$ cat src/hw/rtl/mclb_pkg.sv
// Shared types, codes and helper functions of the LED mode blinker.
package mclb_pkg;

	// Input command codes
	localparam logic [2:0] CMD_TICK    = 3'd0;
	localparam logic [2:0] CMD_OFF     = 3'd1;
	localparam logic [2:0] CMD_CONST   = 3'd2;
	localparam logic [2:0] CMD_BREATHE = 3'd3;
	localparam logic [2:0] CMD_BLINK   = 3'd4;

	// Drive codes on the result
	localparam logic [1:0] DRIVE_DARK    = 2'd0;
	localparam logic [1:0] DRIVE_CONST   = 2'd1;
	localparam logic [1:0] DRIVE_BREATHE = 2'd2;

	localparam logic [6:0] PCT_MAX     = 7'd100;
	localparam logic [3:0] MAX_RESULTS = 4'd8;

	typedef enum logic [1:0] {
		MODE_OFF,
		MODE_CONST,
		MODE_BREATHE,
		MODE_BLINK
	} chan_mode_t;

	typedef enum logic [2:0] {
		ITEM_TICK,
		ITEM_OFF,
		ITEM_CONST,
		ITEM_BREATHE,
		ITEM_BLINK
	} item_kind_t;

	typedef enum logic [1:0] {
		BK_IDLE,
		BK_WALK,
		BK_FLUSH
	} back_state_t;

	// One classified request as it travels through the queue.
	typedef struct packed {
		item_kind_t  kind;
		logic [3:0]  ch;
		logic [6:0]  pct;
		logic [7:0]  dv;
		logic [14:0] on_len;
		logic [14:0] off_len;
	} item_t;

	typedef struct packed {
		chan_mode_t  mode;
		logic [6:0]  pct;
		logic [7:0]  dv;
		logic [14:0] on_len;
		logic [14:0] off_len;
		logic [15:0] count;
		logic        lit;
	} chan_rec_t;

	typedef struct packed {
		logic [2:0] out_channel;
		logic [1:0] drive;
		logic [6:0] level;
		logic [7:0] breathe_div;
	} result_t;

	typedef struct packed {
		chan_rec_t rec;
		logic      toggled;
	} tick_step_t;

	localparam chan_rec_t REC_RESET = '{
		mode: MODE_OFF, pct: 7'd0, dv: 8'd1, on_len: 15'd0,
		off_len: 15'd0, count: 16'd0, lit: 1'b0
	};

	// Drive setting that a channel record shows.
	function automatic result_t drive_of(chan_rec_t r, logic [3:0] ch);
		result_t res;
		res.out_channel = ch[2:0];
		res.drive       = DRIVE_DARK;
		res.level       = 7'd0;
		res.breathe_div = 8'd0;
		unique case (r.mode)
			MODE_CONST: begin
				res.drive = DRIVE_CONST;
				res.level = r.pct;
			end
			MODE_BREATHE: begin
				res.drive       = DRIVE_BREATHE;
				res.breathe_div = r.dv;
			end
			MODE_BLINK: begin
				if (r.lit) begin
					res.drive = DRIVE_CONST;
					res.level = r.pct;
				end
			end
			default: ;
		endcase
		return res;
	endfunction

	// Advances one channel record by one tick.
	function automatic tick_step_t tick_of(chan_rec_t r);
		tick_step_t st;
		logic [15:0] cnt;
		st.rec     = r;
		st.toggled = 1'b0;
		cnt        = r.count - 16'd1;
		if (r.mode == MODE_BLINK) begin
			if (cnt == 16'd0) begin
				st.toggled   = 1'b1;
				st.rec.lit   = ~r.lit;
				st.rec.count = r.lit ? {1'b0, r.off_len} : {1'b0, r.on_len};
			end else begin
				st.rec.count = cnt;
			end
		end
		return st;
	endfunction

endpackage

$ cat src/hw/rtl/mclb_front.sv
// Front end: accepts requests, drops the void ones and normalizes arguments.
module mclb_front import mclb_pkg::*; #(
	parameter int NUM_CHANNELS = 8
) (
	input  logic        clk,
	input  logic        arst_n,
	input  logic        start,
	output logic        busy,
	input  logic [2:0]  cmd,
	input  logic [3:0]  channel,
	input  logic [7:0]  percent,
	input  logic [7:0]  divider,
	input  logic [15:0] on_ms,
	input  logic [15:0] off_ms,
	input  logic        q_full,
	output logic        q_push,
	output item_t       q_item
);

	logic  valid_s1;
	item_t item_s1;
	logic  keep;
	item_t item_d;
	logic  in_range;
	logic  accept;

	assign in_range = {1'b0, channel} < 5'(NUM_CHANNELS);
	assign busy     = valid_s1 & q_full;
	assign accept   = start & ~busy;
	assign q_push   = valid_s1 & ~q_full;
	assign q_item   = item_s1;

	always_comb begin
		item_d.kind    = ITEM_TICK;
		item_d.ch      = channel;
		item_d.pct     = (percent > {1'b0, PCT_MAX}) ? PCT_MAX : percent[6:0];
		item_d.dv      = divider;
		item_d.on_len  = on_ms[15:1];
		item_d.off_len = off_ms[15:1];
		keep           = 1'b0;
		unique case (cmd)
			CMD_TICK: begin
				keep = 1'b1;
			end
			CMD_OFF: begin
				item_d.kind = ITEM_OFF;
				keep        = in_range;
			end
			CMD_CONST: begin
				item_d.kind = ITEM_CONST;
				keep        = in_range;
			end
			CMD_BREATHE: begin
				item_d.kind = ITEM_BREATHE;
				keep        = in_range && divider != 8'd0;
			end
			CMD_BLINK: begin
				item_d.kind = ITEM_BLINK;
				keep        = in_range && on_ms != 16'd0 && off_ms != 16'd0;
			end
			default: keep = 1'b0;
		endcase
	end

	always_ff @(posedge clk or negedge arst_n) begin
		if (!arst_n) begin
			valid_s1 <= 1'b0;
		end else if (accept) begin
			valid_s1 <= keep;
		end else if (q_push) begin
			valid_s1 <= 1'b0;
		end
	end

	always_ff @(posedge clk) begin
		if (accept && keep) begin
			item_s1 <= item_d;
		end
	end

endmodule

$ cat src/hw/rtl/mclb_queue.sv
// Two-entry request queue between the front end and the channel engine.
module mclb_queue import mclb_pkg::*; (
	input  logic  clk,
	input  logic  arst_n,
	input  logic  push,
	input  item_t push_item,
	input  logic  pop,
	output item_t head,
	output logic  empty,
	output logic  full
);

	localparam int DEPTH = 2;
	localparam int PTR_W = $clog2(DEPTH);

	item_t            mem_q [DEPTH];
	logic [PTR_W-1:0] wr_ptr_q;
	logic [PTR_W-1:0] rd_ptr_q;
	logic [PTR_W:0]   fill_q;

	assign empty = fill_q == '0;
	assign full  = fill_q == (PTR_W + 1)'(DEPTH);
	assign head  = mem_q[rd_ptr_q];

	always_ff @(posedge clk or negedge arst_n) begin
		if (!arst_n) begin
			wr_ptr_q <= '0;
			rd_ptr_q <= '0;
			fill_q   <= '0;
		end else begin
			if (push) begin
				wr_ptr_q <= wr_ptr_q + 1'b1;
			end
			if (pop) begin
				rd_ptr_q <= rd_ptr_q + 1'b1;
			end
			if (push && !pop) begin
				fill_q <= fill_q + 1'b1;
			end else if (pop && !push) begin
				fill_q <= fill_q - 1'b1;
			end
		end
	end

	always_ff @(posedge clk) begin
		if (push) begin
			mem_q[wr_ptr_q] <= push_item;
		end
	end

endmodule

$ cat src/hw/rtl/mclb_back.sv
// Channel engine: holds the mode records, applies commands and walks ticks.
module mclb_back import mclb_pkg::*; #(
	parameter int NUM_CHANNELS = 8
) (
	input  logic    clk,
	input  logic    arst_n,
	input  logic    q_empty,
	input  item_t   q_head,
	output logic    q_pop,
	output logic    res_valid,
	output logic    res_last,
	output result_t res
);

	localparam int IDX_W = (NUM_CHANNELS > 1) ? $clog2(NUM_CHANNELS) : 1;
	localparam logic [IDX_W-1:0] IDX_LAST = IDX_W'(NUM_CHANNELS - 1);

	back_state_t      state_q, state_d;
	chan_rec_t        recs_q [NUM_CHANNELS];
	logic [IDX_W-1:0] idx_q, idx_d;
	logic [3:0]       found_q, found_d;
	logic             pend_valid_q, pend_valid_d;
	result_t          pend_q, pend_d;

	logic [IDX_W-1:0] rd_idx;
	chan_rec_t        rec;
	chan_rec_t        rec_new;
	logic             rec_we;
	tick_step_t       step;
	logic             emit;
	logic             emit_last;
	result_t          emit_res;
	logic             act;

	assign rd_idx = (state_q == BK_IDLE) ? q_head.ch[IDX_W-1:0] : idx_q;
	assign rec    = recs_q[rd_idx];
	assign step   = tick_of(rec);

	always_comb begin
		state_d      = state_q;
		idx_d        = idx_q;
		found_d      = found_q;
		pend_valid_d = pend_valid_q;
		pend_d       = pend_q;
		q_pop        = 1'b0;
		rec_we       = 1'b0;
		rec_new      = rec;
		emit         = 1'b0;
		emit_last    = 1'b0;
		emit_res     = pend_q;
		act          = 1'b0;
		unique case (state_q)
			BK_IDLE: begin
				if (!q_empty) begin
					q_pop = 1'b1;
					case (q_head.kind)
						ITEM_TICK: begin
							state_d      = BK_WALK;
							idx_d        = '0;
							found_d      = '0;
							pend_valid_d = 1'b0;
						end
						ITEM_OFF: begin
							act          = rec.mode != MODE_OFF;
							rec_new.mode = MODE_OFF;
						end
						ITEM_CONST: begin
							act          = !(rec.mode == MODE_CONST && rec.pct == q_head.pct);
							rec_new.mode = MODE_CONST;
							rec_new.pct  = q_head.pct;
						end
						ITEM_BREATHE: begin
							act          = !(rec.mode == MODE_BREATHE && rec.dv == q_head.dv);
							rec_new.mode = MODE_BREATHE;
							rec_new.dv   = q_head.dv;
							if (rec.pct == 7'd0) begin
								rec_new.pct = PCT_MAX;
							end
						end
						default: begin
							act = !(rec.mode == MODE_BLINK && rec.pct == q_head.pct &&
								rec.on_len == q_head.on_len &&
								rec.off_len == q_head.off_len);
							rec_new.mode    = MODE_BLINK;
							rec_new.pct     = q_head.pct;
							rec_new.on_len  = q_head.on_len;
							rec_new.off_len = q_head.off_len;
							rec_new.count   = {1'b0, q_head.on_len};
							rec_new.lit     = 1'b1;
						end
					endcase
					if (act) begin
						rec_we    = 1'b1;
						emit      = 1'b1;
						emit_last = 1'b1;
						emit_res  = drive_of(rec_new, q_head.ch);
					end
				end
			end
			BK_WALK: begin
				rec_we  = 1'b1;
				rec_new = step.rec;
				// A result is held back one find so that the final one can carry last.
				if (step.toggled && found_q < MAX_RESULTS) begin
					found_d      = found_q + 4'd1;
					pend_valid_d = 1'b1;
					pend_d       = drive_of(step.rec, 4'(idx_q));
					emit         = pend_valid_q;
				end
				if (idx_q == IDX_LAST) begin
					state_d = BK_FLUSH;
				end else begin
					idx_d = idx_q + 1'b1;
				end
			end
			BK_FLUSH: begin
				emit      = pend_valid_q;
				emit_last = 1'b1;
				state_d   = BK_IDLE;
			end
			default: state_d = BK_IDLE;
		endcase
	end

	always_ff @(posedge clk or negedge arst_n) begin
		if (!arst_n) begin
			state_q      <= BK_IDLE;
			idx_q        <= '0;
			found_q      <= '0;
			pend_valid_q <= 1'b0;
			res_valid    <= 1'b0;
			for (int i = 0; i < NUM_CHANNELS; i++) begin
				recs_q[i] <= REC_RESET;
			end
		end else begin
			state_q      <= state_d;
			idx_q        <= idx_d;
			found_q      <= found_d;
			pend_valid_q <= pend_valid_d;
			res_valid    <= emit;
			if (rec_we) begin
				recs_q[rd_idx] <= rec_new;
			end
		end
	end

	always_ff @(posedge clk) begin
		pend_q <= pend_d;
		if (emit) begin
			res      <= emit_res;
			res_last <= emit_last;
		end
	end

endmodule

$ cat src/hw/rtl/multi_channel_led_mode_blinker.sv
// Top level of the multi-channel LED mode blinker.
//
//   channel   direction  handshake            fields
//   request   in         start / busy         cmd, channel, percent, divider, on_ms, off_ms
//   result    out        result_valid strobe  out_channel, drive, level, breathe_div, last
//
// A request is registered in the front end, passes a two-entry queue and is
// executed by the channel engine. A mode command is applied in the idle state of
// the engine and gives at most one result, which the engine output registers. A
// tick walks the channel records one per cycle and then flushes its held result.
// busy rises only when the front stage and the queue are both full.
// Reset sets every channel off with divider one and gives no result.
module multi_channel_led_mode_blinker import mclb_pkg::*; #(
	parameter int NUM_CHANNELS = 8
) (
	input  logic        clk,
	input  logic        arst_n,
	input  logic        start,
	output logic        busy,
	input  logic [2:0]  cmd,
	input  logic [3:0]  channel,
	input  logic [7:0]  percent,
	input  logic [7:0]  divider,
	input  logic [15:0] on_ms,
	input  logic [15:0] off_ms,
	output logic        result_valid,
	output logic [2:0]  out_channel,
	output logic [1:0]  drive,
	output logic [6:0]  level,
	output logic [7:0]  breathe_div,
	output logic        last
);

	logic    q_full;
	logic    q_empty;
	logic    q_push;
	logic    q_pop;
	item_t   q_item;
	item_t   q_head;
	result_t res;

	mclb_front #(
		.NUM_CHANNELS(NUM_CHANNELS)
	) u_front (
		.clk    (clk),
		.arst_n (arst_n),
		.start  (start),
		.busy   (busy),
		.cmd    (cmd),
		.channel(channel),
		.percent(percent),
		.divider(divider),
		.on_ms  (on_ms),
		.off_ms (off_ms),
		.q_full (q_full),
		.q_push (q_push),
		.q_item (q_item)
	);

	mclb_queue u_queue (
		.clk      (clk),
		.arst_n   (arst_n),
		.push     (q_push),
		.push_item(q_item),
		.pop      (q_pop),
		.head     (q_head),
		.empty    (q_empty),
		.full     (q_full)
	);

	mclb_back #(
		.NUM_CHANNELS(NUM_CHANNELS)
	) u_back (
		.clk      (clk),
		.arst_n   (arst_n),
		.q_empty  (q_empty),
		.q_head   (q_head),
		.q_pop    (q_pop),
		.res_valid(result_valid),
		.res_last (last),
		.res      (res)
	);

	assign out_channel = res.out_channel;
	assign drive       = res.drive;
	assign level       = res.level;
	assign breathe_div = res.breathe_div;

endmodule

$ cat config.mk
export PLATFORM = sky130hd
export DESIGN_NAME = multi_channel_led_mode_blinker
export DESIGN_NICKNAME = d
export VERILOG_FILES = /design/src/hw/rtl/mclb_pkg.sv /design/src/hw/rtl/mclb_front.sv /design/src/hw/rtl/mclb_queue.sv /design/src/hw/rtl/mclb_back.sv /design/src/hw/rtl/multi_channel_led_mode_blinker.sv
export SDC_FILE = /design/constraint.sdc
export NUM_CORES = 1
export LEC_CHECK = 0
export BUFFER_PORTS_ARGS = -buffer_cell sky130_fd_sc_hd__buf_2
export CAP_MARGIN = 20
export CORE_AREA = 2 2 253 255
export CTS_CLUSTER_DIAMETER = 200
export DETAILED_ROUTE_END_ITERATION = 7
export DIE_AREA = 0 0 255 257
export MAX_ROUTING_LAYER = met4
export PLACE_DENSITY = 0.74
export SYNTH_ARGS = -nofsm -noshare
export SYNTH_HDL_FRONTEND = slang
export SYNTH_SLANG_ARGS = --single-unit
$ cat constraint.sdc
create_clock -name clk -period 7.3 [get_ports clk]
set_input_delay 0.73 -clock clk [delete_from_list [all_inputs] [get_ports clk]]
set_output_delay 0.73 -clock clk [all_outputs]
set_load 0.05 [all_outputs]
==> out/metrics.csv <==
metric,value,unit
WL final,94.9,mm
failing checks,antenna rules,
clock skew,0.0383,ns
IO buf count,80,
Synth Warn #,0,
RSZ-0062 raised after global routing,false,
Root Buffer,clkbuf_16,
post-cts sizing count,0,
DRC Markers,0,
"Cell Area, Synth",34200,sq um
clk buf depth,3,
hold crit path type,in2async,
Synth Area in Simple Gates,7.11,%
HPWL after DPL,61.9,mm
first-pass GRT wire length,145,mm
Die Ht,257,um
GP Congestion,1.04,
grt total ovfl,0,
DIE WIDTH,255,um
Worst setup SP type,flop,
Least-Margin Pin Slew,1.22,ns
Post-synth EDFFs,194,
final setup fails,0,
Seq cells post-synth,722,
initial core utilization,54.5,%
CTS tree,yes,
post-synth net total,2640,
post-synthesis xor/xnor area fraction,1.31,%
CP Max Fanout,44,
Pins Over Slew Limit,0,
htree depth,3,
post-layout net count,2740,
vias per inst,6.45,
minimum clock period,6.71,ns
latest clock arrival within the worst-skew pair,0.64,ns
Final period util,91.9,%
ys async rst share,73.1,%
fmax,149,MHz
final setup margin,0.594,ns
cell row count,92,
largest family of logic cells by synthesized area,multiplexers,
dpl cell area,35700,sq um
DRT iter0 DRCs,2388,
post-synthesis compound-gate area fraction,8.28,%
"Setup Fix Bufs, Post-CTS",0,
slew margin rel.,16.5,%
"share of synthesized cell area in full adder, half adder and majority cells",0.220,%
initial antenna violation count,1,
core area,62700,sq um
CP arrival,7.20,ns
Synth Instances,2576,
clock transition at the registers of the reported paths,0.06,ns
Yosys cell types,91,
DR pass1 iterations,6,
Crit Path Class,reg2reg,
sequential element share of the synthesized area,55.7,%
GRT Total Usage,30.1,%
clk sinks,722,
Synth Area per Inst,13.3,sq um
Setup TNS Final,0,ns
largest net degree at the start of global routing,165,
routed len/inst,26.4,um
Finished Cell Area,38200,sq um
share of layout cells above drive strength 1,24.7,%
Main synth FF type,dfrtp_1,
# IOs,81,
Worst Path Required,7.79,ns
Worst setup EP type,flop,
hold_buf cts,0,
DRT antenna net count,1,
proportion of synthesized area in mux cells,24.5,%
CTS buffer count,75,
Die Area,65500,sq um
vias in the first global route,23641,
final hold vios,0,
Layout area overhead,11.7,%
"worst slack, placed",0.914,ns
status,"complete, but fails checks",
routed vias,23179,
MaxCap Viol Count,0,
synth_stat cells (all sizes together) (12+ instances only):
master	count	area [sq um]
a221oi	41	415
clkbuf	37	139
xor2	18	158
o22ai	15	93.8
o211ai	19	143
nand3	65	325
a21oi	74	370
nor2	104	403
a2111oi	12	113
inv	26	97.6
nor3	36	270
a22oi	12	90.1
dfrtp	520	13000
nor4	19	153
nand4	15	93.8
mux4	22	495
a32oi	12	105
o31ai	18	135
edfxtp	194	5830
mux2	545	6140
a221o	12	120
mux2i	173	1740
o21ai	49	249
xnor2	33	289
and3	13	81.3
buf	120	751
nand2	188	721
critical path, cell delays in order (launching register included):
cell and delay (ns):
dfrtp_1 0.54, nor2_4 0.77, mux2_4 0.67, buf_4 0.28, buf_4 0.29, mux2i_1 0.11, mux2i_1 0.45, xor2_1 0.22
a211o_1 0.31, nor4b_1 0.96, and4_1 0.43, o41a_1 0.28, buf_4 0.29, nor3_4 0.05, buf_4 0.42, mux2_1 0.44
area by class of cell:
cell class	instances	area, sq um
Sequential cell	722	19100
Timing Repair Buffer	180	1270
Tap cell	846	1060
Clock inverter	31	277
Clock buffer	106	2200
Fill cell	4738	24500
Multi-Input combinational cell	1670	14200
Inverter	27	101
Antenna cell	9	22.5
sequential cells by signal, summed over array words and instances (netlist names):
signal               cells
u_back.pend_valid_q      1
u_back.idx_q             3
u_back.res              20
u_back.found_q           4
u_back.res_last          1
u_front.valid_s1         1
u_queue.rd_ptr_q         1
u_front.q_item          51
u_back.pend_q           20
u_back.recs_q          512
u_back.state_q           2
u_queue.wr_ptr_q         1
u_queue.mem_q          102
u_queue.fill_q           2
u_back.res_valid         1
placed cells by master (no fill, tap or decap), drive strengths merged, types with 33 or more instances in the layout:
cell type,netlist,routed
a21oi,74,74
a221oi,41,41
buf,120,180
clkbuf,37,106
dfrtp,520,520
edfxtp,194,194
mux2,545,545
mux2i,173,173
nand2,188,188
nand3,65,65
nor2,104,104
nor3,36,36
o21ai,49,49
xnor2,33,33
per-layer routing:
layer / routed length [um] / vias up / global-route usage, %
li1: - / 9870 / -
met1: 38700 / 11895 / 39.9
met2: 44000 / 1118 / 45.1
met3: 8320 / 296 / 6.37
met4: 3960 / 0 / 12.8
met5: 0 / - / -
path summary, 6_finish.rpt:
check | from | to | slack, ns | depth (start not counted)
hold reg to reg | u_front.q_item[0] | u_queue.mem_q[1][0] | 0.44 | 0
setup reg to reg | u_back.state_q[1] | u_back.recs_q[450] | 0.59 | 15
hold / removal | arst_n | u_queue.fill_q[1] | 0.25 | 1
min in group clk | channel[1] | u_front.q_item[46] | 0.28 | 1
setup / recovery | u_back.state_q[1] | u_back.recs_q[450] | 0.59 | 15
max in group asynchronous | arst_n | u_back.recs_q[393] | 5.46 | 2
kinds of logic after synthesis:
family / after synthesis
compound gates: 378
simple gates: 495
fa+ha+maj: 6
buf+inv: 184
mux: 740
flops: 722
xor+xnor: 51
stage by stage:
step | util (%) | instances | hold WS (ns)
final | 60.9 | 3591 | 0.247
after global routing | 60.9 | 3586 | 0.270
after CTS | 60.8 | 3579 | 0.252
after detailed placement | 56.9 | 3442 | 0.430
after global placement | 56.8 | 3441 | 0.423
after floorplan | - | 2576 | 0.421
Power is not shown: default switching activity piles up to over one toggle a cycle in this logic, so the estimate is an artifact.
